--- src/design/mshq_pkg.sv ---
package mshq_pkg;

  localparam int NCH                = 8;
  localparam int DEF_CHANNELS       = 8;
  localparam int DEF_RUN_COUNT_BITS = 8;

  localparam int RD_W   = 12;
  localparam int OFS_W  = 8;
  localparam int CLN_W  = 13;
  localparam int CHG_W  = 16;
  localparam int HCNT_W = 4;

  // biased corrected value, sum of eight, rounding dividend and 2*n divisor
  localparam int BV_W  = 14;
  localparam int SUM_W = 16;
  localparam int DVD_W = 17;
  localparam int DVS_W = 5;

  localparam int IN_DATA_W  = 96;
  localparam int OUT_DATA_W = 136;

  localparam logic signed [RD_W-1:0] DISCONNECTED_RAW = -12'sd2032;
  localparam logic signed [RD_W-1:0] POWER_ON_RAW     = 12'sd1360;
  localparam logic [BV_W-1:0]        MEAN_BIAS        = 14'd4096;

  localparam logic signed [RD_W-1:0] LOW_LIMIT_RST   = -12'sd880;
  localparam logic signed [RD_W-1:0] HIGH_LIMIT_RST  = 12'sd2000;
  localparam logic [7:0]             FAIL_AFTER_RST  = 8'd3;
  localparam logic [7:0]             RECOVER_RST     = 8'd3;
  localparam logic [NCH-1:0]         INIT_MASK_RST   = 8'hFF;

  localparam logic [2:0] REG_LOW_LIMIT   = 3'd0;
  localparam logic [2:0] REG_HIGH_LIMIT  = 3'd1;
  localparam logic [2:0] REG_FAIL_AFTER  = 3'd2;
  localparam logic [2:0] REG_RECOVER     = 3'd3;
  localparam logic [2:0] REG_OFFSETS     = 3'd4;
  localparam logic [2:0] REG_INIT_HEALTH = 3'd5;

  typedef enum logic [2:0] {
    ST_IDLE,
    ST_MERGE,
    ST_START,
    ST_DIV,
    ST_LOAD
  } state_t;

  typedef struct packed {
    logic used;     // good reading on a healthy channel
    logic healthy;  // flag after this round
    logic changed;  // flag flipped this round
  } lane_stat_t;

  typedef struct packed {
    logic [DVD_W-1:0]  dividend;
    logic [DVS_W-1:0]  divisor;
    logic              none;
    logic [NCH-1:0]    health_mask;
    logic [HCNT_W-1:0] healthy_count;
    logic [CHG_W-1:0]  change_count;
  } merge_res_t;

endpackage

--- src/design/mshq_lane.sv ---
module mshq_lane #(
  parameter int   RUN_COUNT_BITS = 8,
  parameter logic HEALTH_RST     = 1'b1
) (
  input  logic                                       clk,
  input  logic                                       rst_n,
  input  logic                                       upd,
  input  logic signed [mshq_pkg::RD_W-1:0]           reading,
  input  logic signed [mshq_pkg::OFS_W-1:0]          offset,
  input  logic signed [mshq_pkg::RD_W-1:0]           low_limit,
  input  logic signed [mshq_pkg::RD_W-1:0]           high_limit,
  input  logic [7:0]                                 fail_after,
  input  logic [7:0]                                 recover_after,
  input  logic                                       load_health,
  input  logic                                       init_health,
  output mshq_pkg::lane_stat_t                       stat,
  output logic signed [mshq_pkg::CLN_W-1:0]          corr
);
  import mshq_pkg::*;

  localparam int CMP_W = (RUN_COUNT_BITS > 8) ? RUN_COUNT_BITS : 8;
  localparam logic [RUN_COUNT_BITS-1:0] RUN_MAX = {RUN_COUNT_BITS{1'b1}};

  logic [RUN_COUNT_BITS-1:0] good_r, good_nxt;
  logic [RUN_COUNT_BITS-1:0] bad_r, bad_nxt;
  logic                      health_r, health_nxt;
  logic                      used_r, used_nxt;
  logic                      changed_r, changed_nxt;
  logic signed [CLN_W-1:0]   corr_r, corr_nxt;
  logic                      good;

  always_comb begin
    good = !(reading == DISCONNECTED_RAW || reading == POWER_ON_RAW ||
             reading < low_limit || reading > high_limit);
    corr_nxt = {reading[RD_W-1], reading} -
               {{(CLN_W-OFS_W){offset[OFS_W-1]}}, offset};
    health_nxt  = health_r;
    changed_nxt = 1'b0;
    if (good) begin
      bad_nxt  = '0;
      good_nxt = (good_r == RUN_MAX) ? good_r : good_r + 1'b1;
      if (!health_r && (CMP_W'(good_nxt) >= CMP_W'(recover_after))) begin
        health_nxt  = 1'b1;
        changed_nxt = 1'b1;
      end
    end else begin
      good_nxt = '0;
      bad_nxt  = (bad_r == RUN_MAX) ? bad_r : bad_r + 1'b1;
      if (health_r && (CMP_W'(bad_nxt) >= CMP_W'(fail_after))) begin
        health_nxt  = 1'b0;
        changed_nxt = 1'b1;
      end
    end
    used_nxt = good && health_nxt;
  end

  always_ff @(posedge clk) begin
    if (!rst_n) begin
      good_r    <= '0;
      bad_r     <= '0;
      health_r  <= HEALTH_RST;
      used_r    <= 1'b0;
      changed_r <= 1'b0;
    end else if (upd) begin
      good_r    <= good_nxt;
      bad_r     <= bad_nxt;
      health_r  <= health_nxt;
      used_r    <= used_nxt;
      changed_r <= changed_nxt;
    end else if (load_health) begin
      health_r <= init_health;
    end
  end

  always_ff @(posedge clk) begin
    if (upd) begin
      corr_r <= corr_nxt;
    end
  end

  assign stat.used    = used_r;
  assign stat.healthy = health_r;
  assign stat.changed = changed_r;
  assign corr         = corr_r;

endmodule

--- src/design/mshq_merge.sv ---
module mshq_merge (
  input  logic                                          clk,
  input  logic                                          rst_n,
  input  logic                                          start,
  input  mshq_pkg::lane_stat_t [mshq_pkg::NCH-1:0]      stat,
  input  logic signed [mshq_pkg::NCH-1:0][mshq_pkg::CLN_W-1:0] corr,
  output mshq_pkg::merge_res_t                          res
);
  import mshq_pkg::*;

  logic [SUM_W-1:0]  sum_r, sum_nxt;
  logic [HCNT_W-1:0] n_r, n_nxt;
  logic [NCH-1:0]    mask_r, mask_nxt;
  logic [HCNT_W-1:0] hcnt_r, hcnt_nxt;
  logic [CHG_W-1:0]  chg_r, chg_nxt;
  logic [HCNT_W-1:0] flips;
  logic [CHG_W:0]    chg_sum;
  logic [BV_W-1:0]   biased;

  always_comb begin
    sum_nxt  = '0;
    n_nxt    = '0;
    hcnt_nxt = '0;
    flips    = '0;
    biased   = '0;
    for (int i = 0; i < NCH; i++) begin
      biased      = {corr[i][CLN_W-1], corr[i]} + MEAN_BIAS;
      mask_nxt[i] = stat[i].healthy;
      hcnt_nxt    = hcnt_nxt + HCNT_W'(stat[i].healthy);
      flips       = flips + HCNT_W'(stat[i].changed);
      if (stat[i].used) begin
        sum_nxt = sum_nxt + SUM_W'(biased);
        n_nxt   = n_nxt + 1'b1;
      end
    end
    chg_sum = {1'b0, chg_r} + (CHG_W+1)'(flips);
    chg_nxt = chg_sum[CHG_W] ? {CHG_W{1'b1}} : chg_sum[CHG_W-1:0];
  end

  always_ff @(posedge clk) begin
    if (!rst_n) begin
      chg_r <= '0;
    end else if (start) begin
      chg_r <= chg_nxt;
    end
  end

  always_ff @(posedge clk) begin
    if (start) begin
      sum_r  <= sum_nxt;
      n_r    <= n_nxt;
      mask_r <= mask_nxt;
      hcnt_r <= hcnt_nxt;
    end
  end

  // rounded mean: (2*S + n) / (2*n)
  assign res.dividend      = {sum_r, 1'b0} + DVD_W'(n_r);
  assign res.divisor       = {n_r, 1'b0};
  assign res.none          = (n_r == '0);
  assign res.health_mask   = mask_r;
  assign res.healthy_count = hcnt_r;
  assign res.change_count  = chg_r;

endmodule

--- src/design/mshq_div.sv ---
module mshq_div (
  input  logic                         clk,
  input  logic                         rst_n,
  input  logic                         start,
  input  logic [mshq_pkg::DVD_W-1:0]   dividend,
  input  logic [mshq_pkg::DVS_W-1:0]   divisor,
  output logic                         done,
  output logic [mshq_pkg::DVD_W-1:0]   quotient
);
  import mshq_pkg::*;

  localparam int CNT_W = $clog2(DVD_W);
  localparam logic [CNT_W-1:0] LAST = CNT_W'(DVD_W - 1);

  logic             busy_r, busy_nxt;
  logic             done_r, done_nxt;
  logic [CNT_W-1:0] cnt_r, cnt_nxt;
  logic [DVS_W:0]   rem_r, rem_nxt;
  logic [DVD_W-1:0] quo_r, quo_nxt;
  logic [DVS_W-1:0] dvs_r;
  logic [DVS_W:0]   trial;

  // restoring division, one quotient bit per cycle
  always_comb begin
    busy_nxt = busy_r;
    done_nxt = 1'b0;
    cnt_nxt  = cnt_r;
    rem_nxt  = rem_r;
    quo_nxt  = quo_r;
    trial    = {rem_r[DVS_W-1:0], quo_r[DVD_W-1]};
    if (start) begin
      busy_nxt = 1'b1;
      cnt_nxt  = '0;
      rem_nxt  = '0;
      quo_nxt  = dividend;
    end else if (busy_r) begin
      if (trial >= {1'b0, dvs_r}) begin
        rem_nxt = trial - {1'b0, dvs_r};
        quo_nxt = {quo_r[DVD_W-2:0], 1'b1};
      end else begin
        rem_nxt = trial;
        quo_nxt = {quo_r[DVD_W-2:0], 1'b0};
      end
      cnt_nxt = cnt_r + 1'b1;
      if (cnt_r == LAST) begin
        busy_nxt = 1'b0;
        done_nxt = 1'b1;
      end
    end
  end

  always_ff @(posedge clk) begin
    if (!rst_n) begin
      busy_r <= 1'b0;
      done_r <= 1'b0;
      cnt_r  <= '0;
    end else begin
      busy_r <= busy_nxt;
      done_r <= done_nxt;
      cnt_r  <= cnt_nxt;
    end
  end

  always_ff @(posedge clk) begin
    rem_r <= rem_nxt;
    quo_r <= quo_nxt;
    if (start) begin
      dvs_r <= divisor;
    end
  end

  assign done     = done_r;
  assign quotient = quo_r;

endmodule

--- src/design/multi_sensor_health_qualifier_unit.sv ---
// Multi-sensor health qualifier.
// in_*  : one transaction carries a round of eight 12-bit signed readings in
//         sixteenths of a degree. in_tready is high only while the unit is
//         idle, so one round is worked on at a time.
// out_* : one transaction per round: eight cleaned 13-bit values (own
//         corrected reading, or the rounded mean of the counted channels),
//         health mask, healthy count and the saturating change total.
//         out_tuser is 0 when no channel counted and the old values repeat.
// cfg_* : register writes, always ready; write only while the unit is idle.
//         Writing the initial health mask also reloads the health flags.
// Flow: eight lanes qualify the readings and update their run counters
//   in the accept cycle, the merge stage then sums them, then a restoring
//   divider produces one quotient bit per cycle; the divider is skipped when
//   no channel counts. The next round is taken only after the result is
//   loaded, so one round is worked on at a time.
// Stall: the result sits in an output register; a round that finishes while
//   it is still unread waits before loading, and the input stays closed.
// Reset: settings, state and output valid to reset values, flags from the
//   reset mask; run counters, held values and change total cleared.
module multi_sensor_health_qualifier_unit #(
  parameter int CHANNELS       = mshq_pkg::DEF_CHANNELS,
  parameter int RUN_COUNT_BITS = mshq_pkg::DEF_RUN_COUNT_BITS
) (
  input  logic                                clk,
  input  logic                                rst_n,
  input  logic                                in_tvalid,
  output logic                                in_tready,
  // reading_0 .. reading_7, 12 bits each
  input  logic [mshq_pkg::IN_DATA_W-1:0]      in_tdata,
  output logic                                out_tvalid,
  input  logic                                out_tready,
  // cleaned_0 .. cleaned_7 (13 bits each), health_mask, healthy_count,
  // change_count, zero pad
  output logic [mshq_pkg::OUT_DATA_W-1:0]     out_tdata,
  // updated
  output logic                                out_tuser,
  input  logic                                cfg_valid,
  output logic                                cfg_ready,
  input  logic [2:0]                          cfg_index,
  input  logic [63:0]                         cfg_data
);
  import mshq_pkg::*;

  state_t state_r, state_nxt;

  logic signed [RD_W-1:0]  low_r, high_r;
  logic [7:0]              fail_r, rec_r;
  logic [NCH*OFS_W-1:0]    offs_r;
  logic                    cfg_wr, load_health, accept;

  lane_stat_t [NCH-1:0]              stat;
  logic signed [NCH-1:0][CLN_W-1:0]  corr;
  merge_res_t                        mres;

  logic                    merge_start, div_start, div_done, load_out;
  logic [DVD_W-1:0]        quotient;
  logic signed [CLN_W-1:0] mean;

  logic signed [NCH-1:0][CLN_W-1:0] held_r, held_nxt;
  logic                    out_valid_r, out_valid_nxt;
  logic [OUT_DATA_W-1:0]   out_data_r, out_data_nxt;
  logic                    out_user_r;

  assign cfg_ready   = 1'b1;
  assign cfg_wr      = cfg_valid && cfg_ready;
  assign load_health = cfg_wr && (cfg_index == REG_INIT_HEALTH);
  assign accept      = in_tvalid && in_tready;

  always_ff @(posedge clk) begin
    if (!rst_n) begin
      low_r       <= LOW_LIMIT_RST;
      high_r      <= HIGH_LIMIT_RST;
      fail_r      <= FAIL_AFTER_RST;
      rec_r       <= RECOVER_RST;
      offs_r      <= '0;
    end else if (cfg_wr) begin
      case (cfg_index)
        REG_LOW_LIMIT:   low_r       <= cfg_data[RD_W-1:0];
        REG_HIGH_LIMIT:  high_r      <= cfg_data[RD_W-1:0];
        REG_FAIL_AFTER:  fail_r      <= cfg_data[7:0];
        REG_RECOVER:     rec_r       <= cfg_data[7:0];
        REG_OFFSETS:     offs_r      <= cfg_data[NCH*OFS_W-1:0];
        default:         ;
      endcase
    end
  end

  for (genvar i = 0; i < NCH; i++) begin : g_lane
    if (i < CHANNELS) begin : g_used
      mshq_lane #(
        .RUN_COUNT_BITS (RUN_COUNT_BITS),
        .HEALTH_RST     (INIT_MASK_RST[i])
      ) u_lane (
        .clk           (clk),
        .rst_n         (rst_n),
        .upd           (accept),
        .reading       (in_tdata[RD_W*i +: RD_W]),
        .offset        (offs_r[OFS_W*i +: OFS_W]),
        .low_limit     (low_r),
        .high_limit    (high_r),
        .fail_after    (fail_r),
        .recover_after (rec_r),
        .load_health   (load_health),
        .init_health   (cfg_data[i]),
        .stat          (stat[i]),
        .corr          (corr[i])
      );
    end else begin : g_unused
      assign stat[i] = '0;
      assign corr[i] = '0;
    end
  end

  mshq_merge u_merge (
    .clk   (clk),
    .rst_n (rst_n),
    .start (merge_start),
    .stat  (stat),
    .corr  (corr),
    .res   (mres)
  );

  mshq_div u_div (
    .clk      (clk),
    .rst_n    (rst_n),
    .start    (div_start),
    .dividend (mres.dividend),
    .divisor  (mres.divisor),
    .done     (div_done),
    .quotient (quotient)
  );

  // quotient stays below 2^13, so the bias comes off modulo 2^13
  assign mean = quotient[CLN_W-1:0] - MEAN_BIAS[CLN_W-1:0];

  always_comb begin
    state_nxt   = state_r;
    merge_start = 1'b0;
    div_start   = 1'b0;
    load_out    = 1'b0;
    in_tready   = 1'b0;
    case (state_r)
      ST_IDLE: begin
        in_tready = 1'b1;
        if (in_tvalid) begin
          state_nxt = ST_MERGE;
        end
      end
      ST_MERGE: begin
        merge_start = 1'b1;
        state_nxt   = ST_START;
      end
      ST_START: begin
        if (mres.none) begin
          state_nxt = ST_LOAD;
        end else begin
          div_start = 1'b1;
          state_nxt = ST_DIV;
        end
      end
      ST_DIV: begin
        if (div_done) begin
          state_nxt = ST_LOAD;
        end
      end
      ST_LOAD: begin
        if (!out_valid_r || out_tready) begin
          load_out  = 1'b1;
          state_nxt = ST_IDLE;
        end
      end
      default: state_nxt = ST_IDLE;
    endcase
  end

  always_comb begin
    held_nxt = held_r;
    if (!mres.none) begin
      for (int i = 0; i < NCH; i++) begin
        if (i < CHANNELS) begin
          held_nxt[i] = stat[i].used ? corr[i] : mean;
        end
      end
    end
    out_data_nxt = '0;
    for (int i = 0; i < NCH; i++) begin
      out_data_nxt[CLN_W*i +: CLN_W] = held_nxt[i];
    end
    out_data_nxt[NCH*CLN_W +: NCH]                  = mres.health_mask;
    out_data_nxt[NCH*CLN_W+NCH +: HCNT_W]           = mres.healthy_count;
    out_data_nxt[NCH*CLN_W+NCH+HCNT_W +: CHG_W]     = mres.change_count;

    out_valid_nxt = out_valid_r;
    if (load_out) begin
      out_valid_nxt = 1'b1;
    end else if (out_tready) begin
      out_valid_nxt = 1'b0;
    end
  end

  always_ff @(posedge clk) begin
    if (!rst_n) begin
      state_r     <= ST_IDLE;
      out_valid_r <= 1'b0;
      held_r      <= '0;
    end else begin
      state_r     <= state_nxt;
      out_valid_r <= out_valid_nxt;
      if (load_out) begin
        held_r <= held_nxt;
      end
    end
  end

  always_ff @(posedge clk) begin
    if (load_out) begin
      out_data_r <= out_data_nxt;
      out_user_r <= !mres.none;
    end
  end

  assign out_tvalid = out_valid_r;
  assign out_tdata  = out_data_r;
  assign out_tuser  = out_user_r;

`ifndef SYNTHESIS
  a_count_matches_mask: assert property (@(posedge clk) disable iff (!rst_n)
    out_tvalid |-> ($countones(out_tdata[NCH*CLN_W +: NCH]) ==
                    int'(out_tdata[NCH*CLN_W+NCH +: HCNT_W])))
    else $error("healthy_count disagrees with health_mask");

  a_accept_starts_merge: assert property (@(posedge clk) disable iff (!rst_n)
    accept |=> (state_r == ST_MERGE) && !in_tready)
    else $error("accepted round did not go to merge");

  a_done_only_in_div: assert property (@(posedge clk) disable iff (!rst_n)
    div_done |-> (state_r == ST_DIV))
    else $error("divider finished outside the divide phase");

  a_held_when_none: assert property (@(posedge clk) disable iff (!rst_n)
    (load_out && mres.none) |=> ($past(held_r) == held_r))
    else $error("held values changed although no channel counted");
`endif

endmodule

--- config.mk ---
export PLATFORM = sky130hd
export DESIGN_NAME = multi_sensor_health_qualifier_unit
export DESIGN_NICKNAME = d
export VERILOG_FILES = /design/src/design/mshq_pkg.sv /design/src/design/mshq_lane.sv /design/src/design/mshq_merge.sv /design/src/design/mshq_div.sv /design/src/design/multi_sensor_health_qualifier_unit.sv
export SDC_FILE = /design/constraint.sdc
export NUM_CORES = 2
export LEC_CHECK = 0
export BUFFER_PORTS_ARGS = -buffer_cell sky130_fd_sc_hd__buf_2
export CORE_UTILIZATION = 29
export CTS_BUF_LIST = sky130_fd_sc_hd__clkbuf_8
export DETAILED_ROUTE_END_ITERATION = 16
export GPL_ROUTABILITY_DRIVEN = 1
export MAX_ROUTING_LAYER = met4
export PLACE_DENSITY_LB_ADDON = 0.05
export SKIP_CTS_REPAIR_TIMING = 1
export SYNTH_ARGS = -nofsm -noshare
export SYNTH_HDL_FRONTEND = slang
export SYNTH_HIERARCHICAL = 1
export SYNTH_SLANG_ARGS = --single-unit
--- constraint.sdc ---
create_clock -name clk -period 9.9 [get_ports clk]
set_input_delay 0.99 -clock clk [delete_from_list [all_inputs] [get_ports clk]]
set_output_delay 0.99 -clock clk [all_outputs]
set_load 0.01 [all_outputs]
== Word level (Yosys, flattened, before mapping) ==
Index checks and enable logic that the tools add are counted.
Word-level totals
  output and inout bits: 140
  input bits: 168
  bits in registers: 682
  logic and storage cells: 447
Cells by class
  equal/unequal tests: 45
  muxes and demuxes: 143
  bitwise operators: 2
  reduce and logical (&&, ||, !) cells: 83
  $add $sub $neg: 65
  order comparisons: 33
Operators by type and width (number)
  $mux W8: 32
  $eq A12 B12 Y1 const B: 16
  $add A8 B1 Y8 const B: 16
  $eq A8 B8 Y1 const B: 16
  $ge A8 B8 Y1: 16
  $mux W16: 8
  $add A14 B13 Y14 const B: 8
  $mux W104: 1
  $mux W13: 8
  $sub A12 B8 Y13: 8
  $add A16 B14 Y16: 6
  $gt A12 B12 Y1: 8
  $lt A12 B12 Y1: 8
  $mux W1: 78
  $add A4 B1 Y4: 12
  $mux W17: 2
  $mux W4: 7
  $logic_and A1 B1 Y1: 26
  $logic_or A1 B1 Y1: 25
  $add A4 B1 Y4 const B: 6
  $logic_not A1 Y1: 18
  $add A16 B4 Y17: 1
  $add A17 B4 Y17: 1
  $add A14 B14 Y15: 1
  24 further kinds: 43

== Longest topological paths before layout ==
  depth in word-level cells: 16
  gate-level depth with buffers: 54
  depth with buffers taken out: 51

== By module ==
The synthesis kept the hierarchy.
Modules (own cells, without submodules)
  multi_sensor_health_qualifier_unit: cells each 1313, area an instance 14023.4 um2, times used 1
  mshq_lane (g_lane[0].g_used.u_lane ...): cells each 387, area an instance 3326.9 um2, times used 4
  mshq_lane (g_lane[2].g_used.u_lane ...): cells each 364, area an instance 3030.4 um2, times used 4
  mshq_merge: cells each 1028, area an instance 8330.5 um2, times used 1
  mshq_div: cells each 129, area an instance 1599.0 um2, times used 1

== Least setup slack after synthesis ==
No wires, ideal clock.
  kind: reg2reg
  start: reg g_lane[0].g_used.u_lane.used_r
  end: reg u_merge.sum_r[13] (data pin)
  slack: 0.742 ns
  period minus slack after synthesis: 9.158 ns
  arrival time: 8.896 ns
  data required time: 9.638 ns
  cell stages (with the launch flop): 53
  buffers on the path: 3
  path through: dfxtp_1 -> buf_4 -> buf_2 -> clkbuf_1 -> and2_1 -> ha_1 -> ha_1 -> a21oi_1 -> xnor2_1 -> nand2_1 -> a32o_1 -> ha_1 -> o21ai_0 -> o21ai_0 -> a21oi_1 -> xor2_1 -> nand2_1 -> o21ai_0 -> [17 not listed] -> o211ai_1 -> nand2_1 -> xnor2_1 -> a21oi_1 -> a31o_2 -> ha_1 -> nand2_1 -> nor2_1 -> a221o_1 -> a31oi_1 -> xnor2_1 -> mux2_2 -> ha_1 -> inv_1 -> a211oi_1 -> o21ai_0 -> a21bo_2 -> xnor2_1
Between the ends
  word-level cells in the longest chain between the ends: 15
Ends and longest elaborated chain
  start: declaration: RTL line mshq_lane.sv:27  | logic used_r, used_nxt;
  start signal: assignment: RTL line mshq_lane.sv:68  | used_r <= used_nxt;
  $mux W14 *: RTL line mshq_merge.sv:31  | if (stat[i].used) begin
  $add A14 B14 Y15: RTL line mshq_merge.sv:32  | sum_nxt = sum_nxt + SUM_W'(biased);
  $mux W16 *: RTL line mshq_merge.sv:31
  $add A16 B14 Y16: RTL line mshq_merge.sv:32
  $mux W16 *: RTL line mshq_merge.sv:31
  $add A16 B14 Y16: RTL line mshq_merge.sv:32
  $mux W16 *: RTL line mshq_merge.sv:31
  $add A16 B14 Y16: RTL line mshq_merge.sv:32
  $mux W16 *: RTL line mshq_merge.sv:31
  $add A16 B14 Y16: RTL line mshq_merge.sv:32
  $mux W16 *: RTL line mshq_merge.sv:31
  $add A16 B14 Y16: RTL line mshq_merge.sv:32
  $mux W16 *: RTL line mshq_merge.sv:31
  $add A16 B14 Y16: RTL line mshq_merge.sv:32
  $mux W16 *: RTL line mshq_merge.sv:31
  via u_merge.sum_nxt[13]: RTL line mshq_merge.sv:11  | logic [SUM_W-1:0] sum_r, sum_nxt;
  end signal: assignment: RTL line mshq_merge.sv:50  | sum_r <= sum_nxt;
  end: declaration: RTL line mshq_merge.sv:11
The timed path passes the listed nets; every way through them passes the cells marked *.
A chain may end at the register's enable or synchronous reset.

== Worst setup path after layout ==
  start: reg g_lane[0].g_used.u_lane.corr_r[0]
  end: reg u_merge.sum_r[13] (data pin)
Between the ends
  word-level cells in the longest chain between the ends: 16
Ends and longest elaborated chain
  start: declaration: RTL line mshq_lane.sv:29  | logic signed [CLN_W-1:0] corr_r, corr_nxt;
  start signal: assignment: RTL line mshq_lane.sv:77  | corr_r <= corr_nxt;
  $add A14 B13 Y14 *: RTL line mshq_merge.sv:27  | biased = {corr[i][CLN_W-1], corr[i]} + MEAN_BIAS;
  $mux W14 *: RTL line mshq_merge.sv:31
  $add A14 B14 Y15: RTL line mshq_merge.sv:32
  $mux W16 *: RTL line mshq_merge.sv:31
  $add A16 B14 Y16: RTL line mshq_merge.sv:32
  $mux W16 *: RTL line mshq_merge.sv:31
  $add A16 B14 Y16: RTL line mshq_merge.sv:32
  $mux W16 *: RTL line mshq_merge.sv:31
  $add A16 B14 Y16: RTL line mshq_merge.sv:32
  $mux W16 *: RTL line mshq_merge.sv:31
  $add A16 B14 Y16: RTL line mshq_merge.sv:32
  $mux W16 *: RTL line mshq_merge.sv:31
  $add A16 B14 Y16: RTL line mshq_merge.sv:32
  $mux W16 *: RTL line mshq_merge.sv:31
  $add A16 B14 Y16: RTL line mshq_merge.sv:32
  $mux W16 *: RTL line mshq_merge.sv:31
  via u_merge.sum_nxt[13]: RTL line mshq_merge.sv:11
Marked as above.

==> results.sh <==
export IMPL_setup_viol=0
export IMPL_core_sq_mm=0.1693
export IMPL_drc=0
export IMPL_min_delay_path_class="input port to register"
export IMPL_synthTopCellsByArea="edfxtp_1 (18%), dfxtp_1 (16%), ha_1 (14%), nand2_1 (4.5%), inv_1 (4.1%)"
export IMPL_synth_xor_area_frac=0.04008
export IMPL_synth_top_family_by_area="simple AND/OR/NAND/NOR gates"
export IMPL_critical_path_class="register to register"
export IMPL_slowest_stage="edfxtp_1"
export IMPL_antenna_found_initial=11
export IMPL_drive_gt1_frac=0.1313
export IMPL_first_iter_violations=1838
export IMPL_cts_root_buffer="clkbuf_8"
export IMPL_dp_hpwl_mm=132.6
export IMPL_slew_viol_final=0
export IMPL_port_buffers=302
export IMPL_max_clock_path_buffers=3
export IMPL_cpPeakStageDelay_ns=0.38
export IMPL_r2r_worst_path_cells=48
export IMPL_crit_arrival_ns=9.99
export IMPL_hold_ws_ns=0.3333
export IMPL_postLayoutCellArea_sq_mm=0.05595
export IMPL_die_y_um=414.7
export IMPL_drt_wl_total_mm=173.4
export IMPL_synthSimpleGateAreaFrac=0.1930
export IMPL_yosys_area_top_type_share=0.1770
export IMPL_first_global_vias=39650
export IMPL_synth_top_area_cell="edfxtp_1"
export IMPL_worst_setup_path_end_kind="register"
export IMPL_cp_depth=48
export IMPL_yosysWarnings=6
export IMPL_grtUsageTotal=0.2041
export IMPL_dieArea_sq_mm=0.1719
export IMPL_cts_sinks=683
export IMPL_worst_pin_slew_ns=1.186
export IMPL_power_leakage_uw=0.02348
export IMPL_synth_area_mux_share=0.04163
export IMPL_cts_buffers=140
export IMPL_crit_top_cell="ha_1"
export IMPL_dieWidth_um=414.7
export IMPL_synth_cell_types=109
export IMPL_initial_utilization=0.2917
export IMPL_fmax_ghz=0.1067
export IMPL_gp_congestion=0.8905
export IMPL_dr_pass1_iters=5
export IMPL_relSlewSlack=0.1993
export IMPL_row_count=151
export IMPL_clock_skew_ns=0.05325
export IMPL_ys_flop_type="dfxtp_1"
export IMPL_path_clk_slew_ns=0.07
export IMPL_powerDensity_mw_per_mm2=151.0
export IMPL_grt_max_degree=158
export IMPL_htreeDepth=4
export IMPL_postSynthCellCount=5474
export IMPL_wl_per_cell_um=21.46
export IMPL_crit_family="compound AO/OA/AOI/OAI gates"
export IMPL_synthArstFlopShare=0
export IMPL_cts_tree="done"
export IMPL_finalCriticalPeriod_ns=9.374
export IMPL_status="completed"
export IMPL_synth_avg_cell_area_sq_um=9.021
export IMPL_syn_area_sq_mm=0.04938
export IMPL_via_count=40430
export IMPL_gr_total_overflow=0
export IMPL_ios=308
export IMPL_ir_worst_vdd_mv=0.1405
export IMPL_viasPerCell=5.003
export IMPL_crit_buf_inv=3
export IMPL_final_cell_mix="inv_1 (608), nand2_1 (588), ha_1 (543)"
export IMPL_placed_area_sq_mm=0.05306
export IMPL_drv_cap=0
export IMPL_crit_required_ns=10.52
export IMPL_hold_viol=0
export IMPL_yosysSeqAreaShare=0.3359
export IMPL_critPathMaxFanout=4
export IMPL_cp_start_kind="register"
export IMPL_synthAdderAreaFrac=0.1484
export IMPL_grt_pass1_wl_mm=256.9
export IMPL_hold_depth=3
export IMPL_area_growth_pct=13.30
export IMPL_final_common_cell="inv_1"
export IMPL_final_nets=6477
export IMPL_synth_compound_area_frac=0.1749
export IMPL_ys_ff_latch=683
export IMPL_period_share=0.9469
export IMPL_ant_nets=0
export IMPL_synth_edf_count=291
export IMPL_insertion_delay_ns=0.89
[per-layer routing]
layer | GRT usage | routed length, um
met1 | 0.2539 | 79030
met2 | 0.3426 | 84050
met3 | 0.02549 | 5466
met4 | 0.06447 | 4867
met5 | - | 0
[synth_stat cells (13+ instances only)]
master,instances
ha_1,545
dfxtp_1,392
xor2_1,77
mux2_2,67
nor3_1,64
a21boi_1,29
nor4_1,22
a41o_1,15
nand4_1,86
and2_1,172
nand3b_1,23
nor2_1,230
o21ai_0,161
clkbuf_1,126
nand4b_1,17
mux2i_1,130
and4_1,14
buf_2,30
a21o_1,73
nor4b_1,22
nand2_1,588
buf_1,33
buf_6,18
and3_1,58
a21boi_0,22
nor2b_1,74
a31o_2,20
inv_1,542
o21bai_1,23
o2111ai_1,13
edfxtp_1,291
a21oi_1,338
o21a_1,74
o2bb2ai_1,28
fa_1,25
xnor2_1,149
o31ai_1,24
nand3_1,143
a31oi_1,43
o211ai_1,42
a211oi_1,27
buf_4,32
a32o_1,105
nand2b_1,172
[where the power goes]
group          leakage [uW]  switching, uW  internal (uW)  total (uW)
registers           0.00585            238           3140        3380
logic                0.0160           1270            840        2110
clock network       0.00165           1370           1590        2970
[logic make-up (layout without fill, tap and decap cells)]
| family | after synthesis | in the layout |
|---|---|---|
| and+or+nand+nor | 1800 | 1800 |
| muxes | 197 | 197 |
| DFF | 683 | 683 |
| other | 3 | 13 |
| buffers and inverters | 789 | 1167 |
| xor gates and xnor gates | 226 | 226 |
| AOI/OAI and AO/OA | 1205 | 1205 |
| adders and majority gates | 571 | 571 |
[state kept, by name (all words and copies together), names as in the netlist, 12 cells and up]
register / flops
g_lane.g_used.u_lane/corr: 104
u_merge/sum_r: 16
g_lane.g_used.u_lane/bad_r: 64
g_lane.g_used.u_lane/good_r: 64
u_merge/chg_r: 16
low_r: 12
high_r: 12
u_div/quotient: 17
offs_r: 64
out_tdata: 132
held_r: 104
[worst paths after layout]
path / slack [ns] / endpoint / from
setup reg to reg: 0.53 / u_merge/sum_r[13] / g_lane[0].g_used.u_lane/corr[0]
hold reg to reg: 0.42 / out_tdata[114] / u_merge/hcnt_r[2]
hold / removal: 0.33 / offs_r[32] / cfg_data[32]
setup / recovery: 0.53 / u_merge/sum_r[13] / g_lane[0].g_used.u_lane/corr[0]
[stage by stage]
step	worst slack [ns]	total power, uW	cells	util	setup TNS (ns)
detailed placement	0.07389	5543	7815	0.3134	0
finish	0.5260	8451	8080	0.3305	0
floorplan	0.7421	4805	5477	-	0
global route	-0.02506	8981	8079	0.3305	-0.04520
CTS	0.04086	8607	8073	0.3297	0
global placement	0.1549	5541	7815	0.3134	0
[final cells by class]
| type | count | area, sq um |
|---|---|---|
| multi-input combinational | 4005 | 29760 |
| clock buffer | 161 | 2216 |
| antenna | 7 | 17.52 |
| tap | 2218 | 2775 |
| inverter | 550 | 2067 |
| sequential | 683 | 16600 |
| fill | 17760 | 113300 |
| clock inverter | 97 | 543.0 |
| timing repair buffer | 359 | 1974 |
[worst reg2reg max path: cells and delay by family (launching register included)]
kind / cells / cell delay [ns]
compound gates: 20 / 3.65
xor+xnor: 6 / 0.71
fa+ha+maj: 8 / 2.35
buf+inv: 3 / 0.30
flops: 1 / 0.38
mux: 3 / 0.79
simple gates: 8 / 0.94
No activity file was read; power rests on OpenSTA's default activity.
